[config.mk]
export PLATFORM = sky130hd
export DESIGN_NAME = lexical_token_scanner
export DESIGN_NICKNAME = d
export VERILOG_FILES = /design/src/lts_pkg.sv /design/src/lexical_token_scanner.sv
export SDC_FILE = /design/constraint.sdc
export NUM_CORES = 2
export LEC_CHECK = 0
export BUFFER_PORTS_ARGS = -buffer_cell sky130_fd_sc_hd__buf_2
export CAP_MARGIN = 0
export CORE_MARGIN = 3
export CORE_UTILIZATION = 46
export CTS_CLUSTER_DIAMETER = 100
export DETAILED_ROUTE_END_ITERATION = 10
export PLACE_DENSITY = 0.64
export SLEW_MARGIN = 30
export SYNTH_ARGS = -nofsm -noshare
export SYNTH_HDL_FRONTEND = slang
export SYNTH_SLANG_ARGS = --single-unit
[constraint.sdc]
create_clock -name clk -period 6.1 [get_ports clk]
set_clock_uncertainty 0.2 [all_clocks]
set_input_delay 1.22 -clock clk [delete_from_list [all_inputs] [get_ports clk]]
set_output_delay 1.22 -clock clk [all_outputs]
set_load 0.02 [all_outputs]
[src/lts_pkg.sv]
// lexical token scanner: shared types, token codes and character decoders
// no dependencies; imported by lexical_token_scanner
`timescale 1ns / 1ps

package lts_pkg;

    localparam int MAX_NAME_CHARS_DEF = 8;
    localparam int NUMBER_BITS_DEF    = 32;
    localparam int RESULT_DEPTH       = 4;
    localparam int TDATA_BITS         = 112;
    localparam int TUSER_BITS         = 16;

    typedef enum logic [2:0] {
        MODE_IDLE,
        MODE_NAME,
        MODE_NUM,
        MODE_CHOPEN,
        MODE_CHGOT,
        MODE_OP
    } mode_t;

    typedef enum logic [2:0] {
        OP_NONE,
        OP_EQ,
        OP_BANG,
        OP_LT,
        OP_GT,
        OP_AMP,
        OP_BAR
    } op_t;

    // token kinds
    localparam logic [5:0] KIND_TRUE   = 6'd4;
    localparam logic [5:0] KIND_FALSE  = 6'd5;
    localparam logic [5:0] KIND_NULL   = 6'd6;
    localparam logic [5:0] KIND_IDENT  = 6'd14;
    localparam logic [5:0] KIND_EOF    = 6'd15;
    localparam logic [5:0] KIND_NUM    = 6'd16;
    localparam logic [5:0] KIND_ERR    = 6'd17;
    localparam logic [5:0] KIND_CHLIT  = 6'd18;
    localparam logic [5:0] KIND_PLUS   = 6'd19;
    localparam logic [5:0] KIND_MINUS  = 6'd20;
    localparam logic [5:0] KIND_STAR   = 6'd21;
    localparam logic [5:0] KIND_SLASH  = 6'd22;
    localparam logic [5:0] KIND_EQEQ   = 6'd23;
    localparam logic [5:0] KIND_ASSIGN = 6'd24;
    localparam logic [5:0] KIND_NE     = 6'd25;
    localparam logic [5:0] KIND_NOT    = 6'd26;
    localparam logic [5:0] KIND_LE     = 6'd27;
    localparam logic [5:0] KIND_LT     = 6'd28;
    localparam logic [5:0] KIND_GE     = 6'd29;
    localparam logic [5:0] KIND_GT     = 6'd30;
    localparam logic [5:0] KIND_ANDAND = 6'd31;
    localparam logic [5:0] KIND_AMP    = 6'd32;
    localparam logic [5:0] KIND_OROR   = 6'd33;
    localparam logic [5:0] KIND_COMMA  = 6'd34;
    localparam logic [5:0] KIND_SEMI   = 6'd35;
    localparam logic [5:0] KIND_LBRACE = 6'd36;
    localparam logic [5:0] KIND_RBRACE = 6'd37;
    localparam logic [5:0] KIND_LPAREN = 6'd38;
    localparam logic [5:0] KIND_RPAREN = 6'd39;
    localparam logic [5:0] KIND_LBRACK = 6'd40;
    localparam logic [5:0] KIND_RBRACK = 6'd41;
    localparam logic [5:0] KIND_DOT    = 6'd42;
    localparam logic [5:0] KIND_AT     = 6'd43;

    // error codes
    localparam logic [2:0] ERR_NONE       = 3'd0;
    localparam logic [2:0] ERR_BAD_CHAR   = 3'd1;
    localparam logic [2:0] ERR_UNCLOSED   = 3'd2;
    localparam logic [2:0] ERR_LONE_BAR   = 3'd3;
    localparam logic [2:0] ERR_UNEXPECTED = 3'd4;

    // characters
    localparam logic [7:0] CH_TAB   = 8'h09;
    localparam logic [7:0] CH_LF    = 8'h0a;
    localparam logic [7:0] CH_CR    = 8'h0d;
    localparam logic [7:0] CH_SPACE = 8'h20;
    localparam logic [7:0] CH_QUOTE = 8'h27;
    localparam logic [7:0] CH_BAR   = 8'h7c;
    localparam logic [7:0] CH_U     = 8'h75;
    localparam logic [7:0] CH_USCORE = 8'h5f;
    localparam logic [7:0] PRINT_LO = 8'd32;
    localparam logic [7:0] PRINT_HI = 8'd126;

    localparam int KW_COUNT = 14;

    // keyword text, first character in the low byte
    localparam logic [63:0] KW_TEXT [KW_COUNT] = '{
        64'h0000_0000_0074_6e69,  // int
        64'h0000_0000_6c6f_6f62,  // bool
        64'h0000_0000_7261_6863,  // char
        64'h0000_0000_746e_6975,  // uint
        64'h0000_0000_6575_7274,  // true
        64'h0000_0065_736c_6166,  // false
        64'h0000_0000_6c6c_756e,  // null
        64'h0000_0000_0000_6669,  // if
        64'h0000_0000_6573_6c65,  // else
        64'h0000_0065_6c69_6877,  // while
        64'h0000_6e72_7574_6572,  // return
        64'h0066_6564_6570_7974,  // typedef
        64'h0000_7463_7572_7473,  // struct
        64'h0000_0000_0077_656e   // new
    };

    localparam logic [7:0] KW_LEN [KW_COUNT] = '{
        8'd3, 8'd4, 8'd4, 8'd4, 8'd4, 8'd5, 8'd4,
        8'd2, 8'd4, 8'd5, 8'd6, 8'd7, 8'd6, 8'd3
    };

    typedef struct packed {
        logic [5:0]  kind;
        logic [2:0]  err;
        logic [63:0] value;
        logic [7:0]  length;
        logic        trunc;
        logic        usuf;
        logic [15:0] line;
        logic [15:0] column;
        logic        last;
    } token_t;

    function automatic token_t make_token(input logic [5:0] kind, input logic [2:0] err,
                                          input logic [63:0] value,
                                          input logic [15:0] line,
                                          input logic [15:0] column);
        token_t t;
        t        = '0;
        t.kind   = kind;
        t.err    = err;
        t.value  = value;
        t.line   = line;
        t.column = column;
        return t;
    endfunction

    function automatic logic [5:0] keyword_kind(input logic [63:0] name,
                                                input logic [7:0] count,
                                                input logic ovf);
        logic [5:0] k;
        k = KIND_IDENT;
        if (!ovf)
        begin
            for (int i = 0; i < KW_COUNT; i++)
            begin
                if (name == KW_TEXT[i] && count == KW_LEN[i])
                begin
                    k = 6'(i);
                end
            end
        end
        return k;
    endfunction

    function automatic op_t op_of(input logic [7:0] b);
        op_t op;
        unique case (b)
            8'h3d:   op = OP_EQ;
            8'h21:   op = OP_BANG;
            8'h3c:   op = OP_LT;
            8'h3e:   op = OP_GT;
            8'h26:   op = OP_AMP;
            CH_BAR:  op = OP_BAR;
            default: op = OP_NONE;
        endcase
        return op;
    endfunction

    function automatic logic [7:0] op_second(input op_t op);
        logic [7:0] c;
        unique case (op)
            OP_EQ, OP_BANG, OP_LT, OP_GT: c = 8'h3d;
            OP_AMP:                       c = 8'h26;
            OP_BAR:                       c = CH_BAR;
            default:                      c = 8'h00;
        endcase
        return c;
    endfunction

    function automatic logic [5:0] op_single(input op_t op);
        logic [5:0] k;
        unique case (op)
            OP_EQ:   k = KIND_ASSIGN;
            OP_BANG: k = KIND_NOT;
            OP_LT:   k = KIND_LT;
            OP_GT:   k = KIND_GT;
            OP_AMP:  k = KIND_AMP;
            default: k = KIND_ERR;
        endcase
        return k;
    endfunction

    function automatic logic [5:0] op_double(input op_t op);
        logic [5:0] k;
        unique case (op)
            OP_EQ:   k = KIND_EQEQ;
            OP_BANG: k = KIND_NE;
            OP_LT:   k = KIND_LE;
            OP_GT:   k = KIND_GE;
            OP_AMP:  k = KIND_ANDAND;
            OP_BAR:  k = KIND_OROR;
            default: k = KIND_ERR;
        endcase
        return k;
    endfunction

    // single-byte punctuators; KIND_ERR for anything else
    function automatic logic [5:0] single_kind(input logic [7:0] b);
        logic [5:0] k;
        unique case (b)
            8'h2b:   k = KIND_PLUS;
            8'h2d:   k = KIND_MINUS;
            8'h2a:   k = KIND_STAR;
            8'h2f:   k = KIND_SLASH;
            8'h2c:   k = KIND_COMMA;
            8'h3b:   k = KIND_SEMI;
            8'h7b:   k = KIND_LBRACE;
            8'h7d:   k = KIND_RBRACE;
            8'h28:   k = KIND_LPAREN;
            8'h29:   k = KIND_RPAREN;
            8'h5b:   k = KIND_LBRACK;
            8'h5d:   k = KIND_RBRACK;
            8'h2e:   k = KIND_DOT;
            8'h40:   k = KIND_AT;
            default: k = KIND_ERR;
        endcase
        return k;
    endfunction

endpackage

[src/lexical_token_scanner.sv]
// Lexical token scanner. One source byte (or the end-of-input marker) is
// accepted per clock while input ready is high; the scanner state is updated
// in that same cycle and the up to two tokens it causes are pushed into a
// 4-word result queue. Input ready stays high while the queue has room for
// two tokens, so the block takes a byte every cycle as long as the output
// side drains one token per cycle; a byte that closes one token and emits
// another puts two tokens into the queue. Results are registered in the
// result queue and are presented from its head. Position is reported as
// saturating line and column, both from 1, and is returned to line 1,
// column 1 by end of input. No clearing pass after reset. Depends on lts_pkg.
`timescale 1ns / 1ps

module lexical_token_scanner #(
    parameter int MAX_NAME_CHARS = lts_pkg::MAX_NAME_CHARS_DEF,
    parameter int NUMBER_BITS    = lts_pkg::NUMBER_BITS_DEF
) (
    input  logic                           clk,
    input  logic                           rst_n,
    input  logic                           s_axis_tvalid,
    output logic                           s_axis_tready,
    input  logic [7:0]                     s_axis_tdata,   // source_byte
    input  logic                           s_axis_tlast,   // end_of_input
    output logic                           m_axis_tvalid,
    input  logic                           m_axis_tready,
    // token_value, name_length, truncated, unsigned_suffix, start line,
    // start_column, zero fill
    output logic [lts_pkg::TDATA_BITS-1:0] m_axis_tdata,
    // token_kind, error_code, zero fill
    output logic [lts_pkg::TUSER_BITS-1:0] m_axis_tuser,
    output logic                           m_axis_tlast    // last_result
);

    import lts_pkg::*;

    localparam int NAME_W = 8 * MAX_NAME_CHARS;
    localparam int PTR_W  = $clog2(RESULT_DEPTH);
    localparam int CNT_W  = $clog2(RESULT_DEPTH + 1);

    // scanner state
    mode_t                  mode_reg, mode_next;
    op_t                    op_reg, op_next;
    logic [NAME_W-1:0]      name_reg, name_next;
    logic [7:0]             count_reg, count_next;
    logic [NUMBER_BITS-1:0] acc_reg, acc_next;
    logic [7:0]             lit_reg, lit_next;
    logic                   ovf_reg, ovf_next;
    logic [15:0]            line_reg, line_next;
    logic [15:0]            col_reg, col_next;
    logic [15:0]            tline_reg, tline_next;
    logic [15:0]            tcol_reg, tcol_next;

    // result queue
    token_t                 queue_reg [RESULT_DEPTH];
    logic [PTR_W-1:0]       wr_ptr_reg, wr_ptr_next;
    logic [PTR_W-1:0]       rd_ptr_reg, rd_ptr_next;
    logic [CNT_W-1:0]       fill_reg, fill_next;

    token_t                 res0, res1;
    logic [1:0]             n_res;
    logic                   in_fire, out_fire;
    token_t                 head;

    assign in_fire  = s_axis_tvalid && s_axis_tready;
    assign out_fire = m_axis_tvalid && m_axis_tready;

    always_comb
    begin
        logic [7:0]             b;
        logic                   is_alpha, is_digit, is_ws, is_name_ch;
        logic [15:0]            col_inc;
        logic [63:0]            name64;
        logic [5:0]             kw;
        token_t                 flush_tok;
        logic                   flush_vld;
        logic                   do_start;
        logic [7:0]             count_sat;
        logic [NUMBER_BITS+3:0] wide;
        logic [5:0]             sk;
        token_t                 st_tok;

        b          = s_axis_tdata;
        is_alpha   = (b >= 8'h61 && b <= 8'h7a) || (b >= 8'h41 && b <= 8'h5a);
        is_digit   = (b >= 8'h30 && b <= 8'h39);
        is_ws      = (b == CH_SPACE) || (b >= CH_TAB && b <= CH_CR);
        is_name_ch = is_alpha || is_digit || (b == CH_USCORE);
        col_inc    = col_reg + 16'((col_reg != 16'hffff));
        count_sat  = count_reg + 8'((count_reg != 8'hff));
        name64     = 64'(name_reg);
        kw         = keyword_kind(name64, count_reg, ovf_reg);
        wide       = ({4'b0, acc_reg} << 3) + ({4'b0, acc_reg} << 1)
                     + (NUMBER_BITS + 4)'(b[3:0]);

        mode_next  = mode_reg;
        op_next    = op_reg;
        name_next  = name_reg;
        count_next = count_reg;
        acc_next   = acc_reg;
        lit_next   = lit_reg;
        ovf_next   = ovf_reg;
        line_next  = line_reg;
        col_next   = col_reg;
        tline_next = tline_reg;
        tcol_next  = tcol_reg;
        res0       = '0;
        res1       = '0;
        n_res      = 2'd0;
        do_start   = 1'b0;
        st_tok     = '0;
        sk         = single_kind(b);

        // token closed by whatever ends the pending one
        flush_tok = '0;
        flush_vld = 1'b1;
        unique case (mode_reg)
            MODE_NAME:
            begin
                flush_tok = make_token(kw, ERR_NONE, name64, tline_reg, tcol_reg);
                if (kw == KIND_TRUE)
                begin
                    flush_tok.value = 64'd1;
                end
                else if (kw == KIND_FALSE || kw == KIND_NULL)
                begin
                    flush_tok.value = 64'd0;
                end
                flush_tok.length = count_reg;
                flush_tok.trunc  = ovf_reg;
            end
            MODE_NUM:
            begin
                flush_tok = make_token(KIND_NUM, ERR_NONE, 64'(acc_reg), tline_reg, tcol_reg);
                flush_tok.length = count_reg;
                flush_tok.trunc  = ovf_reg;
            end
            MODE_CHOPEN:
                flush_tok = make_token(KIND_ERR, ERR_BAD_CHAR, 64'd0, tline_reg, tcol_reg);
            MODE_CHGOT:
                flush_tok = make_token(KIND_ERR, ERR_UNCLOSED, 64'(lit_reg),
                                       tline_reg, tcol_reg);
            MODE_OP:
            begin
                if (op_reg == OP_BAR)
                begin
                    flush_tok = make_token(KIND_ERR, ERR_LONE_BAR, 64'(CH_BAR),
                                           tline_reg, tcol_reg);
                end
                else
                begin
                    flush_tok = make_token(op_single(op_reg), ERR_NONE, 64'd0,
                                           tline_reg, tcol_reg);
                end
                flush_vld = (op_reg != OP_NONE);
            end
            default:
                flush_vld = 1'b0;
        endcase

        if (s_axis_tlast)
        begin
            if (flush_vld)
            begin
                res0  = flush_tok;
                res1  = make_token(KIND_EOF, ERR_NONE, 64'd0, line_reg, col_reg);
                n_res = 2'd2;
            end
            else
            begin
                res0  = make_token(KIND_EOF, ERR_NONE, 64'd0, line_reg, col_reg);
                n_res = 2'd1;
            end
            mode_next  = MODE_IDLE;
            op_next    = OP_NONE;
            line_next  = 16'd1;
            col_next   = 16'd1;
            tline_next = 16'd1;
            tcol_next  = 16'd1;
        end
        else
        begin
            unique case (mode_reg)
                MODE_NAME:
                begin
                    if (is_name_ch)
                    begin
                        if (count_reg < 8'(MAX_NAME_CHARS))
                        begin
                            for (int i = 0; i < MAX_NAME_CHARS; i++)
                            begin
                                if (count_reg == 8'(i))
                                begin
                                    name_next[8*i +: 8] = b;
                                end
                            end
                        end
                        else
                        begin
                            ovf_next = 1'b1;
                        end
                        count_next = count_sat;
                        col_next   = col_inc;
                    end
                    else
                    begin
                        do_start = 1'b1;
                    end
                end
                MODE_NUM:
                begin
                    if (is_digit)
                    begin
                        if (wide[NUMBER_BITS+3:NUMBER_BITS] != 4'd0)
                        begin
                            acc_next = '1;
                            ovf_next = 1'b1;
                        end
                        else
                        begin
                            acc_next = wide[NUMBER_BITS-1:0];
                        end
                        count_next = count_sat;
                        col_next   = col_inc;
                    end
                    else if (b == CH_U)
                    begin
                        col_next   = col_inc;
                        count_next = count_sat;
                        res0 = make_token(KIND_NUM, ERR_NONE, 64'(acc_reg), tline_reg, tcol_reg);
                        res0.length = count_sat;
                        res0.trunc  = ovf_reg;
                        res0.usuf   = 1'b1;
                        n_res       = 2'd1;
                        mode_next   = MODE_IDLE;
                    end
                    else
                    begin
                        do_start = 1'b1;
                    end
                end
                MODE_CHOPEN:
                begin
                    if (b < PRINT_LO || b > PRINT_HI)
                    begin
                        res0  = make_token(KIND_ERR, ERR_BAD_CHAR, 64'(b), tline_reg, tcol_reg);
                        n_res = 2'd1;
                    end
                    else
                    begin
                        lit_next = b;
                        col_next = col_inc;
                    end
                    mode_next = (b < PRINT_LO || b > PRINT_HI) ? MODE_IDLE : MODE_CHGOT;
                end
                MODE_CHGOT:
                begin
                    if (b == CH_QUOTE)
                    begin
                        col_next = col_inc;
                        res0 = make_token(KIND_CHLIT, ERR_NONE, 64'(lit_reg),
                                          tline_reg, tcol_reg);
                    end
                    else
                    begin
                        res0 = make_token(KIND_ERR, ERR_UNCLOSED, 64'(lit_reg),
                                          tline_reg, tcol_reg);
                    end
                    n_res     = 2'd1;
                    mode_next = MODE_IDLE;
                end
                MODE_OP:
                begin
                    if (op_reg != OP_NONE && b == op_second(op_reg))
                    begin
                        col_next  = col_inc;
                        res0 = make_token(op_double(op_reg), ERR_NONE, 64'd0,
                                          tline_reg, tcol_reg);
                        n_res     = 2'd1;
                        mode_next = MODE_IDLE;
                        op_next   = OP_NONE;
                    end
                    else
                    begin
                        do_start = 1'b1;
                    end
                end
                default:
                    do_start = 1'b1;
            endcase

            if (do_start)
            begin
                // close the pending token, then scan this byte as a fresh start
                if (flush_vld)
                begin
                    res0  = flush_tok;
                    n_res = 2'd1;
                end
                mode_next = MODE_IDLE;
                op_next   = OP_NONE;
                if (is_ws)
                begin
                    if (b == CH_LF)
                    begin
                        line_next = line_reg + 16'((line_reg != 16'hffff));
                        col_next  = 16'd1;
                    end
                    else
                    begin
                        col_next = col_inc;
                    end
                end
                else
                begin
                    tline_next = line_reg;
                    tcol_next  = col_reg;
                    col_next   = col_inc;
                    if (is_alpha || b == CH_USCORE)
                    begin
                        mode_next     = MODE_NAME;
                        name_next     = '0;
                        name_next[7:0] = b;
                        count_next    = 8'd1;
                        ovf_next      = 1'b0;
                    end
                    else if (is_digit)
                    begin
                        mode_next  = MODE_NUM;
                        acc_next   = NUMBER_BITS'(b[3:0]);
                        count_next = 8'd1;
                        ovf_next   = 1'b0;
                    end
                    else if (b == CH_QUOTE)
                    begin
                        mode_next = MODE_CHOPEN;
                    end
                    else if (op_of(b) != OP_NONE)
                    begin
                        mode_next = MODE_OP;
                        op_next   = op_of(b);
                    end
                    else
                    begin
                        if (sk != KIND_ERR)
                        begin
                            st_tok = make_token(sk, ERR_NONE, 64'd0, line_reg, col_reg);
                        end
                        else
                        begin
                            st_tok = make_token(KIND_ERR, ERR_UNEXPECTED, 64'(b),
                                                line_reg, col_reg);
                        end
                        if (n_res == 2'd0)
                        begin
                            res0 = st_tok;
                        end
                        else
                        begin
                            res1 = st_tok;
                        end
                        n_res = n_res + 2'd1;
                    end
                end
            end
        end

        if (n_res == 2'd1)
        begin
            res0.last = 1'b1;
        end
        if (n_res == 2'd2)
        begin
            res1.last = 1'b1;
        end
    end

    // queue control: take a word only with room for two tokens
    assign s_axis_tready = (fill_reg <= CNT_W'(RESULT_DEPTH - 2));
    assign m_axis_tvalid = (fill_reg != '0);

    always_comb
    begin
        wr_ptr_next = wr_ptr_reg;
        rd_ptr_next = rd_ptr_reg;
        fill_next   = fill_reg;
        if (in_fire)
        begin
            wr_ptr_next = wr_ptr_reg + PTR_W'(n_res);
            fill_next   = fill_next + CNT_W'(n_res);
        end
        if (out_fire)
        begin
            rd_ptr_next = rd_ptr_reg + 1'b1;
            fill_next   = fill_next - 1'b1;
        end
    end

    always_ff @(posedge clk or negedge rst_n)
    begin
        if (!rst_n)
        begin
            mode_reg   <= MODE_IDLE;
            op_reg     <= OP_NONE;
            name_reg   <= '0;
            count_reg  <= '0;
            acc_reg    <= '0;
            lit_reg    <= '0;
            ovf_reg    <= 1'b0;
            line_reg   <= 16'd1;
            col_reg    <= 16'd1;
            tline_reg  <= 16'd1;
            tcol_reg   <= 16'd1;
            wr_ptr_reg <= '0;
            rd_ptr_reg <= '0;
            fill_reg   <= '0;
        end
        else
        begin
            if (in_fire)
            begin
                mode_reg  <= mode_next;
                op_reg    <= op_next;
                name_reg  <= name_next;
                count_reg <= count_next;
                acc_reg   <= acc_next;
                lit_reg   <= lit_next;
                ovf_reg   <= ovf_next;
                line_reg  <= line_next;
                col_reg   <= col_next;
                tline_reg <= tline_next;
                tcol_reg  <= tcol_next;
            end
            wr_ptr_reg <= wr_ptr_next;
            rd_ptr_reg <= rd_ptr_next;
            fill_reg   <= fill_next;
        end
    end

    always_ff @(posedge clk)
    begin
        if (in_fire && n_res != 2'd0)
        begin
            queue_reg[wr_ptr_reg] <= res0;
        end
        if (in_fire && n_res == 2'd2)
        begin
            queue_reg[wr_ptr_reg + 1'b1] <= res1;
        end
    end

    assign head         = queue_reg[rd_ptr_reg];
    assign m_axis_tdata = {6'd0, head.column, head.line, head.usuf, head.trunc,
                           head.length, head.value};
    assign m_axis_tuser = {7'd0, head.err, head.kind};
    assign m_axis_tlast = head.last;

`ifndef ASSERT_OFF
    a_fill_bound : assert property (@(posedge clk) disable iff (!rst_n)
        fill_reg <= CNT_W'(RESULT_DEPTH))
        else $error("result queue overfilled");

    a_ready_room : assert property (@(posedge clk) disable iff (!rst_n)
        in_fire |=> fill_reg <= CNT_W'(RESULT_DEPTH))
        else $error("word accepted without room for its tokens");

    a_eof_position : assert property (@(posedge clk) disable iff (!rst_n)
        (in_fire && s_axis_tlast) |=>
            (line_reg == 16'd1 && col_reg == 16'd1 && mode_reg == MODE_IDLE))
        else $error("position or mode not restored after end of input");

    a_eof_token : assert property (@(posedge clk) disable iff (!rst_n)
        (in_fire && s_axis_tlast) |=> m_axis_tvalid)
        else $error("end of input produced no token");
`endif

endmodule

==> results.md <==
* CP Capture Type: flip-flop
* FF-to-FF Start: name_reg[16]$_DFFE_PN0P_
* Buf/Inv on CP at 5
* Initial DRC count at 3171
* Flop-to-flop setup slack at 1.24 ns
* Chip width at about 280 um
* Area grow syn2layout at 12.30%
* Min Tclk post-route at 5.527 ns
* Post-DP HPWL at 73800 um
* Total negative setup slack at 0 ns
* EDFF count, synth at 192
* Lkg Pwr at 14.76 nW
* Row Count at roughly 100
* H-Tree Depth at 3
* Die span in y at 279.3 um
* Num Clock Sinks at 654
* Setup crit start: s_axis_tdata[4]
* Final non-filler cell area at ~39000 sq um
* Fmax at 180.9 MHz
* Area of the mapped netlist at 34350 sq um
* WL/cell at roughly 26 um
* Max Fanout on Critical Path at 47
* Unrepaired setup endpoints after global routing: no
* Critical-path top delay cell: nor4bb_1
* Initial Util at 0.4677
* MaxCap Viol Count at 0
* Post-DRT Antenna Nets at 0
* CTS Buf Count at 74
* Nets at roughly 3300
* GRT Total Usage at 0.2834
* Clock Tree Buf Depth at 3
* Clock transition at path regs at about 0.06 ns
* DR vias at 28932
* RePlAce Congestion at 0.9557
* Final setup violation count at 0
* Fin Hold WS at 0.2603 ns
* Worst hold path type: reg -> reg
* Number of flip-flops in the largest register at 464
* Die footprint at 77990 sq um
* Internal cell power at 8.644 mW
* CP delay by family, top: compound AO/OA/AOI/OAI gates
* Ys async rst share at 0.2905
* Vias in the first global route at 28301
* Yosys cell types at 101
* Post-DP Area at 36050 sq um
* Hold-fix buffers, CTS at 0
* YS warnings at 0
* Setup bufs post-CTS at 0
* Drt drc at 0
* PwrDens at 342.5 nW/um^2
* Commonest non-fill, non-tap cells in the layout: 272 x dfxtp_1, 248 x nand2_1, 217 x a22o_1, 212 x o21ai_0, 192 x edfxtp_1
* Rel. slew slack at 0.2508
* Most common library cell in the layout ignoring fill and taps: dfxtp_1
* Clock network fraction of total power at 0.346
* Worst EP arrival at 5.87 ns
* Mapped Cells at 3252
* WS Path Type: in -> reg
* Final Cycle Share at 0.9061
* Critical path startpoint category: input pin
* Core footprint at 73450 sq um
* Sw Ratio at 0.3458
* Status: finished, final reports clean
* Req. time, crit path at 6.44 ns
* Hold_sp: queue_reg[3][34]$_SDFFE_PP0P_
* Skew-Pair Late Insertion Delay at ~0.62 ns
* Vias/cell at 6.774
* Layout cells sized above 1 at 0.1746
* Total Power at 13.21 mW
* Reg power frac at 0.391
* Peak supply drop at 0.1865 mV
* Switch Pwr at 4.569 mW
* First-pass GRT wire length at 173800 um
* Syn avg cell area at 10.56 sq um
* Port Buf Inserts at 130
* TritonCTS clock tree: yes
* Slew Limit Fails at 0
* Largest net degree at the start of global routing at 132
* Critical Path Max Stage Delay at 0.93 ns
* Place WS at 0.1683 ns
* Top_reg_cell synth: dfxtp_1
* # resized after CTS at 0
* Ports at 144
* CTS root buf: clkbuf_16
* Drt first pass iters at 5
* Fin. Hold Viols at 0
* Worst slew pin tran at 1.109 ns
* Critical Path, Cell by Cell: buf_2 -> buf_4 -> nor4bb_1 -> a31oi_1 -> nand3_1 -> inv_1 -> ha_1 -> mux2_2 -> a211o_1 -> buf_4 -> o21ai_4 -> buf_12 -> nand3_1 -> o21ai_1
* Post-route worst setup slack at 0.5728 ns
* Combinational share of power at 0.263
* Seq/Total Area, Yosys at 0.4649
* Routed WL at approximately 110000 um
* #FFs+latches synth at 654
* Global route total overflow at 0
* Initial antenna violation count at 1
[through the flow]
step / cells / util
2_1_floorplan: 3264 / -
3_3_place_gp: 4134 / 0.4908
3_5_place_dp: 4134 / 0.4908
4_1_cts: 4270 / 0.5250
5_1_grt: 4270 / 0.5252
6_report: 4271 / 0.5252
[synthesized netlist by cell type (73+ instances only)]
cell type	number	share of area
nand3_1	156	0.023
a22o_1	217	0.055
mux4_2	116	0.076
nor2_1	114	0.012
a32o_1	131	0.038
dfrtp_1	186	0.14
clkbuf_1	219	0.024
nand2_1	248	0.027
ha_1	73	0.027
edfxtp_1	192	0.17
dfxtp_1	272	0.16
a21oi_1	151	0.022
o21ai_0	216	0.031
[metal layers]
| metal | routed length [um] | track usage |
|---|---|---|
| met1 | 47540 | 0.3903 |
| met4 | 3540 | 0.09468 |
| met5 | 0 | 0 |
| met3 | 9544 | 0.05585 |
| met2 | 52330 | 0.4504 |
[worst register-to-register path: stages, from the launching register on]
cell and delay (ns):
dfrtp_1 0.55, or4b_1 0.69, or3_1 0.47, nor4_1 0.82, a32o_1 0.32, a21bo_2 0.15
o2111ai_1 0.20, a211oi_4 0.53, buf_12 0.27, a221o_1 0.33, a22o_1 0.19
[cell families (layout without fill, tap and decap cells)]
logic type | Yosys count | after routing | synth area share
compound gates | 1058 | 1058 | 0.2267
xor+xnor | 50 | 50 | 0.01275
fa+ha+maj | 76 | 76 | 0.02834
buf+inv | 370 | 417 | 0.04582
flops | 654 | 654 | 0.4649
mux | 138 | 138 | 0.08301
other cells | 1 | 14 | 0.0001092
simple gates | 905 | 905 | 0.1384
[power groups by stage]
| stage | sequential (mW) | combinational, mW | clock, mW |
|---|---|---|---|
| final | 5.16 | 3.47 | 4.57 |
| after global routing | 5.20 | 3.69 | 4.81 |
| after CTS | 5.15 | 3.45 | 4.63 |
| after detailed placement | 5.25 | 3.44 | 0 |
| after global placement | 5.23 | 3.40 | 0 |
| after floorplan | 4.94 | 2.46 | 0 |
[worst paths after layout]
| kind | depth (start not counted) | end |
|---|---|---|
| max | 14 | queue_reg[1][71]$_SDFFE_PP0P_ |
| min | 1 | queue_reg[3][34]$_SDFFE_PP0P_ |
| max reg2reg | 10 | queue_reg[3][49]$_DFFE_PP_ |
| min reg2reg | 1 | queue_reg[3][34]$_SDFFE_PP0P_ |
| max in group asynchronous | 2 | acc_reg[31]$_DFFE_PN0P_ |
| min in group asynchronous | 1 | tcol_reg[7]$_DFFE_PN0P_ |
[final cells by class]
class,count,area (sq um)
well taps,959,1200
repair buffers,241,1668
inverters,40,150.1
clock inverters,25,255.2
multi-input cells,2240,17060
flip-flops and latches,654,15980
clock buffers,111,2260
fillers,6433,34880
diodes,1,2.502
No activity file was read; power rests on OpenSTA's default activity.
